**src/hw/rtl/kctq_pkg.sv**
```systemverilog
// Shared constants, codes and types of the keyed count table.
`default_nettype none

package kctq_pkg;

   // Table geometry
   localparam int SLOTS = 128;
   localparam int IDX_W = (SLOTS > 1) ? $clog2(SLOTS) : 1;
   localparam int CNT_W = $clog2(SLOTS + 1);

   // Field widths
   localparam int ACT_W  = 2;
   localparam int KEY_W  = 16;
   localparam int AMT_W  = 16;
   localparam int TOT_W  = 16;
   localparam int AOUT_W = 17;
   localparam int STAT_W = 3;
   localparam int ALU_W  = 17;

   // Actions
   localparam logic [ACT_W-1:0] ACT_ADD    = 2'd0;
   localparam logic [ACT_W-1:0] ACT_REMOVE = 2'd1;
   localparam logic [ACT_W-1:0] ACT_LOOKUP = 2'd2;

   // Result status codes
   localparam logic [STAT_W-1:0] ST_OK      = 3'd0;
   localparam logic [STAT_W-1:0] ST_OVER    = 3'd1;
   localparam logic [STAT_W-1:0] ST_FULL    = 3'd2;
   localparam logic [STAT_W-1:0] ST_MISSING = 3'd3;
   localparam logic [STAT_W-1:0] ST_SHORT   = 3'd4;

   typedef enum logic {
      ALU_ADD,
      ALU_SUB
   } alu_op_type;

   typedef struct packed {
      alu_op_type       op;
      logic [ALU_W-1:0] a;
      logic [ALU_W-1:0] b;
   } alu_req_type;

   typedef struct packed {
      logic [ALU_W-1:0] res;
      logic             borrow;
      logic             zero;
   } alu_rsp_type;

   typedef struct packed {
      logic [KEY_W-1:0] key;
      logic [AMT_W-1:0] count;
   } entry_type;

   typedef struct packed {
      logic             en;
      logic [IDX_W-1:0] addr;
      entry_type        entry;
   } mem_wr_type;

endpackage

`default_nettype wire

```
**src/hw/rtl/kctq_alu.sv**
```systemverilog
// Shared add/subtract unit with borrow and zero flags.
`default_nettype none

module kctq_alu (
   input  kctq_pkg::alu_req_type req,
   output kctq_pkg::alu_rsp_type rsp
);
   import kctq_pkg::*;

   logic [ALU_W:0] wide;

   always_comb begin
      if (req.op == ALU_SUB) begin
         wide = {1'b0, req.a} - {1'b0, req.b};
      end else begin
         wide = {1'b0, req.a} + {1'b0, req.b};
      end
      rsp.res    = wide[ALU_W-1:0];
      rsp.borrow = wide[ALU_W];
      rsp.zero   = (wide[ALU_W-1:0] == '0);
   end

endmodule

`default_nettype wire

```
**src/hw/rtl/kctq_mem.sv**
```systemverilog
// Entry store: key and count per slot, one write and one registered read.
`default_nettype none

module kctq_mem (
   input  logic                         clock,
   input  kctq_pkg::mem_wr_type         wr,
   input  logic [kctq_pkg::IDX_W-1:0]   rd_addr,
   output kctq_pkg::entry_type          rd_entry
);
   import kctq_pkg::*;

   entry_type store_mem [SLOTS];
   entry_type rd_entry_ff;

   always_ff @(posedge clock) begin
      if (wr.en) begin
         store_mem[wr.addr] <= wr.entry;
      end
      rd_entry_ff <= store_mem[rd_addr];
   end

   assign rd_entry = rd_entry_ff;

endmodule

`default_nettype wire

```
**src/hw/rtl/kctq_ctrl.sv**
```systemverilog
// Sequencer: key scan, quota check, entry update and result register.
`default_nettype none

module kctq_ctrl (
   input  logic                          clock,
   input  logic                          reset,
   input  logic                          req_valid,
   output logic                          req_stall,
   input  logic [kctq_pkg::ACT_W-1:0]    req_action,
   input  logic [kctq_pkg::KEY_W-1:0]    req_item_key,
   input  logic [kctq_pkg::AMT_W-1:0]    req_amount,
   input  logic [kctq_pkg::TOT_W-1:0]    capacity,
   output logic                          rsp_valid,
   input  logic                          rsp_stall,
   output logic [kctq_pkg::STAT_W-1:0]   rsp_status,
   output logic [kctq_pkg::AOUT_W-1:0]   rsp_amount_out,
   output logic                          rsp_has_enough,
   output logic [kctq_pkg::TOT_W-1:0]    rsp_total_now,
   output kctq_pkg::alu_req_type         alu_req,
   input  kctq_pkg::alu_rsp_type         alu_rsp,
   output kctq_pkg::mem_wr_type          mem_wr,
   output logic [kctq_pkg::IDX_W-1:0]    mem_rd_addr,
   input  kctq_pkg::entry_type           mem_rd_entry
);
   import kctq_pkg::*;

   typedef enum logic [3:0] {
      S_IDLE,
      S_SUM,
      S_CAP,
      S_SCAN,
      S_MERGE,
      S_APPEND,
      S_TAKE,
      S_SHORT,
      S_DRAIN,
      S_PEEK,
      S_DONE
   } state_type;

   state_type          state_ff, state_in;
   logic [ACT_W-1:0]   action_ff, action_in;
   logic [KEY_W-1:0]   key_ff, key_in;
   logic [AMT_W-1:0]   amt_ff, amt_in;
   logic [ALU_W-1:0]   sum_ff, sum_in;
   logic [TOT_W-1:0]   total_ff, total_in;
   logic [CNT_W-1:0]   used_ff, used_in;
   logic [CNT_W-1:0]   scan_ff, scan_in;
   logic               pend_ff, pend_in;
   logic [IDX_W-1:0]   pend_idx_ff, pend_idx_in;
   logic [IDX_W-1:0]   hit_idx_ff, hit_idx_in;
   logic [AMT_W-1:0]   cnt_ff, cnt_in;
   logic [STAT_W-1:0]  res_status_ff, res_status_in;
   logic [AOUT_W-1:0]  res_aout_ff, res_aout_in;
   logic               res_enough_ff, res_enough_in;
   logic               rsp_valid_ff, rsp_valid_in;
   logic [STAT_W-1:0]  rsp_status_ff, rsp_status_in;
   logic [AOUT_W-1:0]  rsp_aout_ff, rsp_aout_in;
   logic               rsp_enough_ff, rsp_enough_in;
   logic [TOT_W-1:0]   rsp_total_ff, rsp_total_in;

   logic scan_hit;
   logic scan_end;

   // operand steering for the shared unit
   always_comb begin
      alu_req.op = ALU_ADD;
      alu_req.a  = '0;
      alu_req.b  = '0;
      case (state_ff)
         S_SUM: begin
            alu_req.a = {1'b0, total_ff};
            alu_req.b = {1'b0, amt_ff};
         end
         S_CAP: begin
            alu_req.op = ALU_SUB;
            alu_req.a  = sum_ff;
            alu_req.b  = {1'b0, capacity};
         end
         S_SCAN: begin
            alu_req.op = ALU_SUB;
            alu_req.a  = {1'b0, mem_rd_entry.key};
            alu_req.b  = {1'b0, key_ff};
         end
         S_MERGE: begin
            alu_req.a = {1'b0, cnt_ff};
            alu_req.b = {1'b0, amt_ff};
         end
         S_TAKE, S_PEEK: begin
            alu_req.op = ALU_SUB;
            alu_req.a  = {1'b0, cnt_ff};
            alu_req.b  = {1'b0, amt_ff};
         end
         S_SHORT: begin
            alu_req.op = ALU_SUB;
            alu_req.a  = {1'b0, amt_ff};
            alu_req.b  = {1'b0, cnt_ff};
         end
         S_DRAIN: begin
            alu_req.op = ALU_SUB;
            alu_req.a  = {1'b0, total_ff};
            alu_req.b  = {1'b0, amt_ff};
         end
         default: begin
            alu_req.op = ALU_ADD;
         end
      endcase
   end

   assign scan_hit    = pend_ff && alu_rsp.zero;
   assign scan_end    = (scan_ff >= used_ff);
   assign mem_rd_addr = scan_ff[IDX_W-1:0];

   always_comb begin
      state_in      = state_ff;
      action_in     = action_ff;
      key_in        = key_ff;
      amt_in        = amt_ff;
      sum_in        = sum_ff;
      total_in      = total_ff;
      used_in       = used_ff;
      scan_in       = scan_ff;
      pend_in       = pend_ff;
      pend_idx_in   = pend_idx_ff;
      hit_idx_in    = hit_idx_ff;
      cnt_in        = cnt_ff;
      res_status_in = res_status_ff;
      res_aout_in   = res_aout_ff;
      res_enough_in = res_enough_ff;
      rsp_valid_in  = rsp_valid_ff;
      rsp_status_in = rsp_status_ff;
      rsp_aout_in   = rsp_aout_ff;
      rsp_enough_in = rsp_enough_ff;
      rsp_total_in  = rsp_total_ff;
      mem_wr.en          = 1'b0;
      mem_wr.addr        = hit_idx_ff;
      mem_wr.entry.key   = key_ff;
      mem_wr.entry.count = alu_rsp.res[AMT_W-1:0];

      if (rsp_valid_ff && !rsp_stall) begin
         rsp_valid_in = 1'b0;
      end

      case (state_ff)
         S_IDLE: begin
            if (req_valid) begin
               action_in     = req_action;
               key_in        = req_item_key;
               amt_in        = req_amount;
               scan_in       = '0;
               pend_in       = 1'b0;
               res_status_in = ST_OK;
               res_aout_in   = '0;
               res_enough_in = 1'b0;
               case (req_action)
                  ACT_ADD:    state_in = S_SUM;
                  ACT_REMOVE: state_in = S_SCAN;
                  ACT_LOOKUP: state_in = S_SCAN;
                  default:    state_in = S_DONE;
               endcase
            end
         end
         S_SUM: begin
            sum_in   = alu_rsp.res;
            state_in = S_CAP;
         end
         S_CAP: begin
            if (!alu_rsp.borrow && !alu_rsp.zero) begin
               res_status_in = ST_OVER;
               res_aout_in   = alu_rsp.res;
               state_in      = S_DONE;
            end else begin
               state_in = S_SCAN;
            end
         end
         S_SCAN: begin
            // one read issued per cycle, its compare in the next cycle
            if (!scan_end) begin
               scan_in     = scan_ff + 1'b1;
               pend_in     = 1'b1;
               pend_idx_in = scan_ff[IDX_W-1:0];
            end else begin
               pend_in = 1'b0;
            end
            if (scan_hit) begin
               pend_in    = 1'b0;
               hit_idx_in = pend_idx_ff;
               cnt_in     = mem_rd_entry.count;
               case (action_ff)
                  ACT_ADD:    state_in = S_MERGE;
                  ACT_REMOVE: state_in = S_TAKE;
                  default:    state_in = S_PEEK;
               endcase
            end else if (scan_end) begin
               if (action_ff == ACT_ADD) begin
                  if (used_ff >= CNT_W'(SLOTS)) begin
                     res_status_in = ST_FULL;
                     state_in      = S_DONE;
                  end else begin
                     state_in = S_APPEND;
                  end
               end else begin
                  res_status_in = ST_MISSING;
                  state_in      = S_DONE;
               end
            end
         end
         S_MERGE: begin
            mem_wr.en = 1'b1;
            total_in  = sum_ff[TOT_W-1:0];
            state_in  = S_DONE;
         end
         S_APPEND: begin
            mem_wr.en          = 1'b1;
            mem_wr.addr        = used_ff[IDX_W-1:0];
            mem_wr.entry.count = amt_ff;
            used_in            = used_ff + 1'b1;
            total_in           = sum_ff[TOT_W-1:0];
            state_in           = S_DONE;
         end
         S_TAKE: begin
            if (alu_rsp.borrow) begin
               state_in = S_SHORT;
            end else begin
               mem_wr.en = 1'b1;
               state_in  = S_DRAIN;
            end
         end
         S_SHORT: begin
            res_status_in = ST_SHORT;
            res_aout_in   = alu_rsp.res;
            state_in      = S_DONE;
         end
         S_DRAIN: begin
            total_in = alu_rsp.res[TOT_W-1:0];
            state_in = S_DONE;
         end
         S_PEEK: begin
            res_aout_in   = {1'b0, cnt_ff};
            res_enough_in = !alu_rsp.borrow;
            state_in      = S_DONE;
         end
         S_DONE: begin
            if (!rsp_valid_ff || !rsp_stall) begin
               rsp_valid_in  = 1'b1;
               rsp_status_in = res_status_ff;
               rsp_aout_in   = res_aout_ff;
               rsp_enough_in = res_enough_ff;
               rsp_total_in  = total_ff;
               state_in      = S_IDLE;
            end
         end
         default: begin
            state_in = S_IDLE;
         end
      endcase
   end

   always_ff @(posedge clock) begin
      if (reset) begin
         state_ff     <= S_IDLE;
         used_ff      <= '0;
         total_ff     <= '0;
         pend_ff      <= 1'b0;
         rsp_valid_ff <= 1'b0;
      end else begin
         state_ff     <= state_in;
         used_ff      <= used_in;
         total_ff     <= total_in;
         pend_ff      <= pend_in;
         rsp_valid_ff <= rsp_valid_in;
      end
      action_ff     <= action_in;
      key_ff        <= key_in;
      amt_ff        <= amt_in;
      sum_ff        <= sum_in;
      scan_ff       <= scan_in;
      pend_idx_ff   <= pend_idx_in;
      hit_idx_ff    <= hit_idx_in;
      cnt_ff        <= cnt_in;
      res_status_ff <= res_status_in;
      res_aout_ff   <= res_aout_in;
      res_enough_ff <= res_enough_in;
      rsp_status_ff <= rsp_status_in;
      rsp_aout_ff   <= rsp_aout_in;
      rsp_enough_ff <= rsp_enough_in;
      rsp_total_ff  <= rsp_total_in;
   end

   assign req_stall      = (state_ff != S_IDLE);
   assign rsp_valid      = rsp_valid_ff;
   assign rsp_status     = rsp_status_ff;
   assign rsp_amount_out = rsp_aout_ff;
   assign rsp_has_enough = rsp_enough_ff;
   assign rsp_total_now  = rsp_total_ff;

endmodule

`default_nettype wire

```
**src/hw/rtl/keyed_count_table_with_quota.sv**
```systemverilog
// Top level of the keyed count table with a total-amount quota.
//
// Request channel (req_*): one word carries action, item_key and amount.
// Actions: add amount to a key (merge or append a slot), remove amount from
// a key, or look up the count of a key. Response channel (rsp_*): one word
// per request with status, amount_out, has_enough and total_now.
// Both channels use valid/stall; a word moves when valid is high and stall
// is low. CSR port (APB-style, csr_*): capacity at byte address 0.
// Capacity must be written only while the block is idle.
//
// Timing: a request word is taken only while the sequencer is idle. The
// key search reads the slot store one entry per cycle and ends at the first
// match or at the fill count; over-quota adds answer without a search. Once
// the response is registered the sequencer is idle again for the next one.
// A stalled response sits in the output register; the sequencer can take
// and work on the next request, and holds its result until the slot frees.
// Reset (synchronous): table empty, total zero, capacity 65535, no
// response pending. Slot contents are not cleared; only slots below the
// fill count are ever compared.
`default_nettype none

module keyed_count_table_with_quota (
   input  logic                          clock,
   input  logic                          reset,
   // request channel
   input  logic                          req_valid,
   output logic                          req_stall,
   input  logic [kctq_pkg::ACT_W-1:0]    req_action,
   input  logic [kctq_pkg::KEY_W-1:0]    req_item_key,
   input  logic [kctq_pkg::AMT_W-1:0]    req_amount,
   // response channel
   output logic                          rsp_valid,
   input  logic                          rsp_stall,
   output logic [kctq_pkg::STAT_W-1:0]   rsp_status,
   output logic [kctq_pkg::AOUT_W-1:0]   rsp_amount_out,
   output logic                          rsp_has_enough,
   output logic [kctq_pkg::TOT_W-1:0]    rsp_total_now,
   // CSR port
   input  logic                          csr_psel,
   input  logic                          csr_penable,
   input  logic                          csr_pwrite,
   input  logic [2:0]                    csr_paddr,
   input  logic [31:0]                   csr_pwdata,
   output logic [31:0]                   csr_prdata,
   output logic                          csr_pready
);
   import kctq_pkg::*;

   // Capacity register: address bit 2 clear selects it, anything above
   // is outside the map and reads zero.
   logic [TOT_W-1:0] capacity_ff, capacity_in;
   logic             cap_sel;

   alu_req_type alu_req;
   alu_rsp_type alu_rsp;
   mem_wr_type  mem_wr;
   logic [IDX_W-1:0] mem_rd_addr;
   entry_type   mem_rd_entry;

   assign cap_sel    = !csr_paddr[2];
   assign csr_pready = 1'b1;
   assign csr_prdata = cap_sel ? {16'd0, capacity_ff} : 32'd0;

   always_comb begin
      capacity_in = capacity_ff;
      if (csr_psel && csr_penable && csr_pwrite && cap_sel) begin
         capacity_in = csr_pwdata[TOT_W-1:0];
      end
   end

   always_ff @(posedge clock) begin
      if (reset) begin
         capacity_ff <= '1;
      end else begin
         capacity_ff <= capacity_in;
      end
   end

   // sequencer with state, totals and the response register
   kctq_ctrl u_ctrl (
      .clock          (clock),
      .reset          (reset),
      .req_valid      (req_valid),
      .req_stall      (req_stall),
      .req_action     (req_action),
      .req_item_key   (req_item_key),
      .req_amount     (req_amount),
      .capacity       (capacity_ff),
      .rsp_valid      (rsp_valid),
      .rsp_stall      (rsp_stall),
      .rsp_status     (rsp_status),
      .rsp_amount_out (rsp_amount_out),
      .rsp_has_enough (rsp_has_enough),
      .rsp_total_now  (rsp_total_now),
      .alu_req        (alu_req),
      .alu_rsp        (alu_rsp),
      .mem_wr         (mem_wr),
      .mem_rd_addr    (mem_rd_addr),
      .mem_rd_entry   (mem_rd_entry)
   );

   // one add/subtract unit serves key compare, quota check and updates
   kctq_alu u_alu (
      .req (alu_req),
      .rsp (alu_rsp)
   );

   // slot store
   kctq_mem u_mem (
      .clock    (clock),
      .wr       (mem_wr),
      .rd_addr  (mem_rd_addr),
      .rd_entry (mem_rd_entry)
   );

endmodule

`default_nettype wire

```
**config.mk**
```make
export PLATFORM = sky130hd
export DESIGN_NAME = keyed_count_table_with_quota
export DESIGN_NICKNAME = d
export VERILOG_FILES = /design/src/hw/rtl/kctq_pkg.sv /design/src/hw/rtl/kctq_alu.sv /design/src/hw/rtl/kctq_mem.sv /design/src/hw/rtl/kctq_ctrl.sv /design/src/hw/rtl/keyed_count_table_with_quota.sv
export SDC_FILE = /design/constraint.sdc
export NUM_CORES = 2
export LEC_CHECK = 0
export BUFFER_PORTS_ARGS = -buffer_cell sky130_fd_sc_hd__buf_2
export CAP_MARGIN = 20
export CORE_MARGIN = 2
export CORE_UTILIZATION = 30
export CTS_BUF_LIST = sky130_fd_sc_hd__clkbuf_8
export DETAILED_ROUTE_END_ITERATION = 12
export PLACE_DENSITY_LB_ADDON = 0.08
export SKIP_CTS_REPAIR_TIMING = 1
export SLEW_MARGIN = 20
export SYNTH_ARGS = -nofsm -noshare
export SYNTH_HDL_FRONTEND = slang
export SYNTH_SLANG_ARGS = --single-unit
```
**constraint.sdc**
```tcl
create_clock -name clock -period 14.34 [get_ports clock]
set_clock_uncertainty 0.15 [all_clocks]
set_input_delay 2.868 -clock clock [delete_from_list [all_inputs] [get_ports clock]]
set_output_delay 2.868 -clock clock [all_outputs]
set_load 0.03 [all_outputs]
```
Word level (Yosys, flattened, before mapping)

Memories as Yosys holds them, arrays and structs flattened. A register that Yosys moved wholly into a read port is not among the register bits.
Index checks and enable logic that the tools add are counted.

Bits in registers: 193
RAM bits: 4096
Output and inout port bits: 72
Memories kept: 1

Memories:

| memory          | words | width | rd ports | clocked after Yosys merged registers in | wr ports | line           | text |
|---|---|---|---|---|---|---|---|
| u_mem.store_mem | 128   | 32    | 1        | 1                                       | 1        | kctq_mem.sv:12 | `entry_type store_mem [SLOTS];` |

Add/subtract/negate cells: 4
$lt $le $gt $ge: 2
Equal/unequal tests: 21
Muxes and demuxes: 43
Bitwise gates (word level): 1
Reduce and logical (&&, ||, !) cells: 38

Operators by type and width:

| kind                                           | count |
|---|---|
| one-hot mux 34 bit (5 select lines)            | 1 |
| one-hot mux 17 bit (4 select lines)            | 1 |
| two-way mux 17 bit                             | 2 |
| two-way mux 16 bit                             | 2 |
| two-way mux 4 bit                              | 8 |
| one-hot mux 16 bit (2 select lines)            | 1 |
| one-hot mux 4 bit (7 select lines)             | 1 |
| adder 17 x 17 -> 18 bit                        | 1 |
| two-way mux 18 bit                             | 1 |
| two-way mux 3 bit                              | 6 |
| subtractor 17 x 17 -> 18 bit                   | 1 |
| logical NOT 17 bit                             | 1 |
| adder 8 x 1 -> 8 bit (second input constant)   | 2 |
| == test 4 x 3 -> 1 bit (second input constant) | 4 |
| two-way mux 8 bit                              | 2 |
| one-hot mux 4 bit (2 select lines)             | 2 |
| one-hot mux 8 bit (2 select lines)             | 1 |
| == test 4 bit (second input constant)          | 3 |
| one-hot mux 3 bit (4 select lines)             | 1 |
| AND reduction 2 bit                            | 6 |
| nonzero test 4 bit                             | 3 |
| two-way mux 1 bit                              | 10 |
| AND reduction 3 bit                            | 3 |
| == test 4 x 2 -> 1 bit (second input constant) | 2 |
| other kinds (23)                               | 44 |

Depth between registers and ports, before layout

Word-level depth: 10
Gate-level depth with buffers: 23
Depth with buffers taken out: 20

Modules after synthesis

A second synthesis with hierarchy kept.

Cells, all modules: 6862
Area total of the unflattened synthesis: 166234.4 um2

By module, submodules not included:

| module                       | instances | cells each | area an instance (um2) | sequential area each (um2) |
|---|---|---|---|---|
| kctq_mem                     | 1         | 5990       | 156276.1               | 123638.6 |
| kctq_ctrl                    | 1         | 569        | 7657.3                 | 5014.8 |
| kctq_alu                     | 1         | 197        | 1393.8                 | 0.0 |
| keyed_count_table_with_quota | 1         | 106        | 907.1                  | 320.3 |

Worst setup path before layout

No wires, ideal clock.

Path type: flip-flop to flip-flop
From: reg u_ctrl.key_ff[1]
To: mem u_mem.store_mem[0][14] (netlist name), data pin
Library setup time: 1.198 ns
Data arrival time: 9.430 ns
Setup slack: 3.563 ns
Cell stages (with the launch flop): 15
Clock period less this slack: 10.777 ns
Cells stage by stage: edfxtp_1 -> mux2_2 -> a222oi_1 -> ha_1 -> nand3_1 -> nand2b_1 -> o21ai_0 -> xnor2_1 -> ha_1 -> a21oi_2 -> nand2_1 -> a221o_1 -> a221oi_4 -> xor2_2 -> o21ai_0

RTL lines:

| element                  | line             | text |
|---|---|---|
| start: declaration       | kctq_ctrl.sv:43  | `logic [KEY_W-1:0] key_ff, key_in;` |
| start signal: assignment | kctq_ctrl.sv:274 | `key_ff <= key_in;` |
| end: declaration         | kctq_mem.sv:12   |  |

Final worst setup path

From: reg u_ctrl.state_ff[2]
To: mem u_mem.store_mem[96][17] (netlist name) (enable)

Word-level cells in the longest chain between the ends: 9
Elaborated cells on any way between the ends: 23
Those cells by class: 2 x add/sub; 9 x eq/ne; 8 x mux; 4 x reduce/logical

Ends and longest elaborated chain:

| element                                                                   | line                           | text |
|---|---|---|
| start: declaration                                                        | kctq_ctrl.sv:41                | `state_type state_ff, state_in;` |
| start signal: assignment                                                  | kctq_ctrl.sv:267               | `state_ff <= state_in;` |
| == test 4 bit (tied with other cells)                                     | kctq_ctrl.sv:70                | `case (state_ff)` |
| OR reduction 3 bit (no source line) or OR reduction 2 bit (tied branches) | -                              |  |
| one-hot mux 34 bit (5 select lines)                                       | kctq_ctrl.sv:70                |  |
| adder 17 x 17 -> 18 bit or subtractor 17 x 17 -> 18 bit (tied branches)   | kctq_alu.sv:16, kctq_alu.sv:14 |  |
| two-way mux 18 bit                                                        | kctq_alu.sv:13                 | `if (req.op == ALU_SUB) begin` |
| two-way mux 1 bit                                                         | kctq_ctrl.sv:222               | `if (alu_rsp.borrow) begin` |
| one-hot mux 1 bit (2 select lines)                                        | kctq_ctrl.sv:144               | `case (state_ff)` |
| two-way mux 1 bit                                                         | kctq_mem.sv:16                 | `if (wr.en) begin` |
| two-way mux 1 bit (implied by the code)                                   | kctq_mem.sv:17                 | `store_mem[wr.addr] <= wr.entry;` |

Several ways; a longest one is shown, not always the timed one.

==> flow_metrics.tcl <==
set metrics [dict create \
    fin_setup_tns_ps 0 \
    dp.cells 14200 \
    fin_cells 15600 \
    vias_per_cell 5.05 \
    r2r_start "u_ctrl.state_ff[2]$_SDFFE_PP0P_" \
    cts_tree "built" \
    synth_top_area_share_pct 76.6 \
    die_h_um 748 \
    grt_overflow 0 \
    wl_um 525000 \
    worst_setup_path_start_kind "flip-flop" \
    crit_top_cell "o21ai_0" \
    io_buffers 112 \
    hold_path.class "flip-flop to flip-flop" \
    grt_pass1_vias 83100 \
    ys_ff_latch 4321 \
    finalWeightedCongestion 0.805 \
    cts_inserted_buffers 745 \
    avgSynthCellArea_sq_um 24.0 \
    synthArstFlopShare_pct 0 \
    dieArea_sq_um 560000 \
    cp_slowest_cell "nor2_4" \
    holdCritStartpoint "u_mem.rd_entry[10]$_DFF_P_" \
    yosys.area.top_type "edfxtp_1" \
    regToRegEndpoint "u_mem.store_mem[96][17]$_DFFE_PP_" \
    path_max_fanout 20 \
    r2r_slack_ps 5560 \
    grt_max_degree 135 \
    grt_antenna_before_repair 73 \
    drtIter0Drc 8788 \
    synth_edf_count 4243 \
    yosys_warnings 0 \
    die_w_um 748 \
    finalHoldViolCount 0 \
    critPathMaxStageDelay_ps 930 \
    rows 273 \
    area_growth_pct 15.0 \
    finalCritPeriodShare_pct 61.2 \
    hold_end "u_ctrl.cnt_ff[10]$_DFFE_PN_" \
    netlist-cell-type-count 72 \
    clock.fmax_ghz 0.114 \
    arrival_ps 9540 \
    core-area_sq_um 552000 \
    grtUsageTotal_pct 18.4 \
    tightestPinTransition_ps 1200 \
    cts_buffer_depth 4 \
    path_cells "nand2b_1, o22ai_1, a222oi_1, ha_1, nand3_1, nand2b_1, o21ai_0, o21ai_0, xor2_1, ha_1, nand2_1, o21ai_0, nor3_1, a21oi_1, a31oi_1, o21a_1, nor2_1, nand3_1, nor2_4, buf_4" \
    cts.root.buffer_cell "clkbuf_8" \
    initial_core_util_pct 30.1 \
    rsz0062_at_grt "false" \
    synthCells 6938 \
    setup.worst_path.end_class "flip-flop" \
    ys_seq_area_share_pct 77.6 \
    clkLatencyLatePin_ps 1280 \
    grt_first_pass_wirelength_um 709000 \
    outcome "complete, no violations" \
    num_io_pins 148 \
    final_nets 7815 \
    cap_violations 0 \
    first_pass_iters 10 \
    critical_path_class "flip-flop to flip-flop" \
    synth_top_flop_cell "edfxtp_1" \
    wl_per_cell_um 33.6 \
    dr_total_vias 78900 \
    rr_worst_depth 20 \
    netlist_area_sq_um 166000 \
    dp_hpwl_um 285000 \
    drive_gt1_share_pct 33.9 \
    ant_nets 0 \
    clk_pin_slew_ps 60 \
    fill_cells 51200 \
    crit_required_ps 15100 \
    min_period_ps 8780 \
    holdPathStages 0 \
    hold_ws_ps 253 \
    relSlewSlack_pct 19.2 \
    drc 0 \
    synth_area_leaders "edfxtp_1, mux4_2, dfxtp_1" \
    finalSetupViolations 0 \
    clock-sinks 4321 \
    final_max_slew_viol_count 0 \
    h-tree-depth 6 \
]
critical path: cells and delay by family, from the launching register on:
| family | cells | cell delay (ps) |
|---|---|---|
| AO/OA/AOI/OAI | 8 | 2440 |
| XOR/XNOR | 1 | 210 |
| adder cells (fa/ha/maj) | 2 | 690 |
| buffers and inverters | 1 | 480 |
| flip-flops | 1 | 830 |
| AND/OR/NAND/NOR | 8 | 3570 |
cell usage in the layout (no fill, tap or decap), drive strengths merged, types with 9 or more instances in the layout:
cell type,synthesis,final
a21o,9,9
a21oi,45,45
a222oi,28,28
a22oi,29,29
and3,9,9
buf,123,384
clkbuf,254,772
clkinv,0,262
clkinvlp,0,12
conb,2,17
dfxtp,78,78
diode,0,38
edfxtp,4243,4243
ha,31,31
inv,30,326
mux2,41,41
mux4,1342,1342
nand2,153,153
nand2b,15,15
nand3,33,33
nand3b,23,23
nor2,200,200
nor2b,22,22
nor3,13,13
o21ai,45,45
o31ai,13,13
xnor2,24,24
xor2,15,15
sequential cells by signal (all words and copies together), names as in the netlist, 4 cells and up:
signal                 cells
u_ctrl.cnt_ff             16
u_ctrl.sum_ff             17
u_ctrl.state_ff            4
u_ctrl.total_ff           16
u_ctrl.res_aout_ff        17
u_ctrl.key_ff             16
u_ctrl.amt_ff             16
u_mem.store_mem         4096
u_ctrl.used_ff             8
u_ctrl.rsp_total_now      16
u_ctrl.pend_idx_ff         7
u_mem.rd_entry            32
u_ctrl.rsp_amount_out     17
capacity_ff               16
u_ctrl.scan_ff             8
u_ctrl.hit_idx_ff          7
area by class of cell:
type,count,area [sq um],share of cell area [%]
Timing Repair Buffer,384,2840,1.49
Clock inverter,577,2550,1.33
Antenna cell,38,95.1,0.0497
Inverter,30,113,0.0589
Multi-Input combinational cell,2225,36900,19.3
Clock buffer,772,10600,5.56
Tap cell,7287,9120,4.77
Sequential cell,4321,129000,67.5
routing by layer:
metal	vias up	GRT usage (%)	routed length, um
met5	-	0	27
met4	4	3.95	10800
met3	662	3.01	30700
met2	2563	29.8	249000
met1	44000	26.1	234000
li1	31700	-	-
cells by family (layout without fill, tap and decap cells):
logic type	after synthesis	in the layout	synth area share, %
flops	4321	4321	77.6
mux	1391	1391	18.5
simple gates	514	514	1.41
buf+inv	407	1763	1.01
compound gates	232	232	1.02
xor+xnor	39	39	0.214
fa+ha+maj	32	32	0.245
other cells	2	55	0.00452
synth_stat cells, types with 5 or more instances:
library cell,count
a211oi_1,8
a21boi_0,5
a21o_1,9
a21oi_1,43
a221oi_1,6
a222oi_1,28
a22o_1,8
a22oi_1,29
and2_1,6
and3_1,9
buf_1,31
buf_2,75
buf_4,17
clkbuf_1,254
dfxtp_1,78
edfxtp_1,4243
ha_1,31
inv_1,30
mux2_2,40
mux2i_1,8
mux4_2,1342
nand2_1,152
nand2b_1,15
nand3_1,33
nand3b_1,23
nor2_1,200
nor2b_1,22
nor3_1,13
nor4_1,5
o211ai_1,6
o21ai_0,40
o31ai_1,12
or2_2,8
or3_1,8
xnor2_1,24
xor2_1,13
how the worst max path moves through the flow:
stage,from,to,slack (ps),depth (start not counted)
global placement,u_ctrl.state_ff[1]$_SDFFE_PP0P_,u_mem.store_mem[97][22]$_DFFE_PP_,5610,20
finish,u_ctrl.state_ff[2]$_SDFFE_PP0P_,u_mem.store_mem[96][17]$_DFFE_PP_,5560,20
CTS,u_ctrl.state_ff[1]$_SDFFE_PP0P_,u_mem.store_mem[97][23]$_DFFE_PP_,5650,20
global route,u_ctrl.state_ff[1]$_SDFFE_PP0P_,u_mem.store_mem[97][23]$_DFFE_PP_,5090,20
floorplan,u_ctrl.key_ff[1]$_DFFE_PP_,u_mem.store_mem[0][14]$_DFFE_PP_,3560,14
detailed placement,u_ctrl.state_ff[1]$_SDFFE_PP0P_,u_mem.store_mem[97][22]$_DFFE_PP_,5720,20
per-stage QoR:
step / util (%) / area, sq um / setup slack [ps]
5_1_grt: 34.6 / 191000 / 5090
3_5_place_dp: 32.2 / 178000 / 5720
3_3_place_gp: 32.2 / 178000 / 5610
4_1_cts: 34.6 / 191000 / 5650
2_1_floorplan: - / 166000 / 3560
6_report: 34.6 / 191000 / 5560
Power is left out: the tool's default activity adds up to more than one toggle a clock period on the data nets, which glitch-free logic cannot reach.
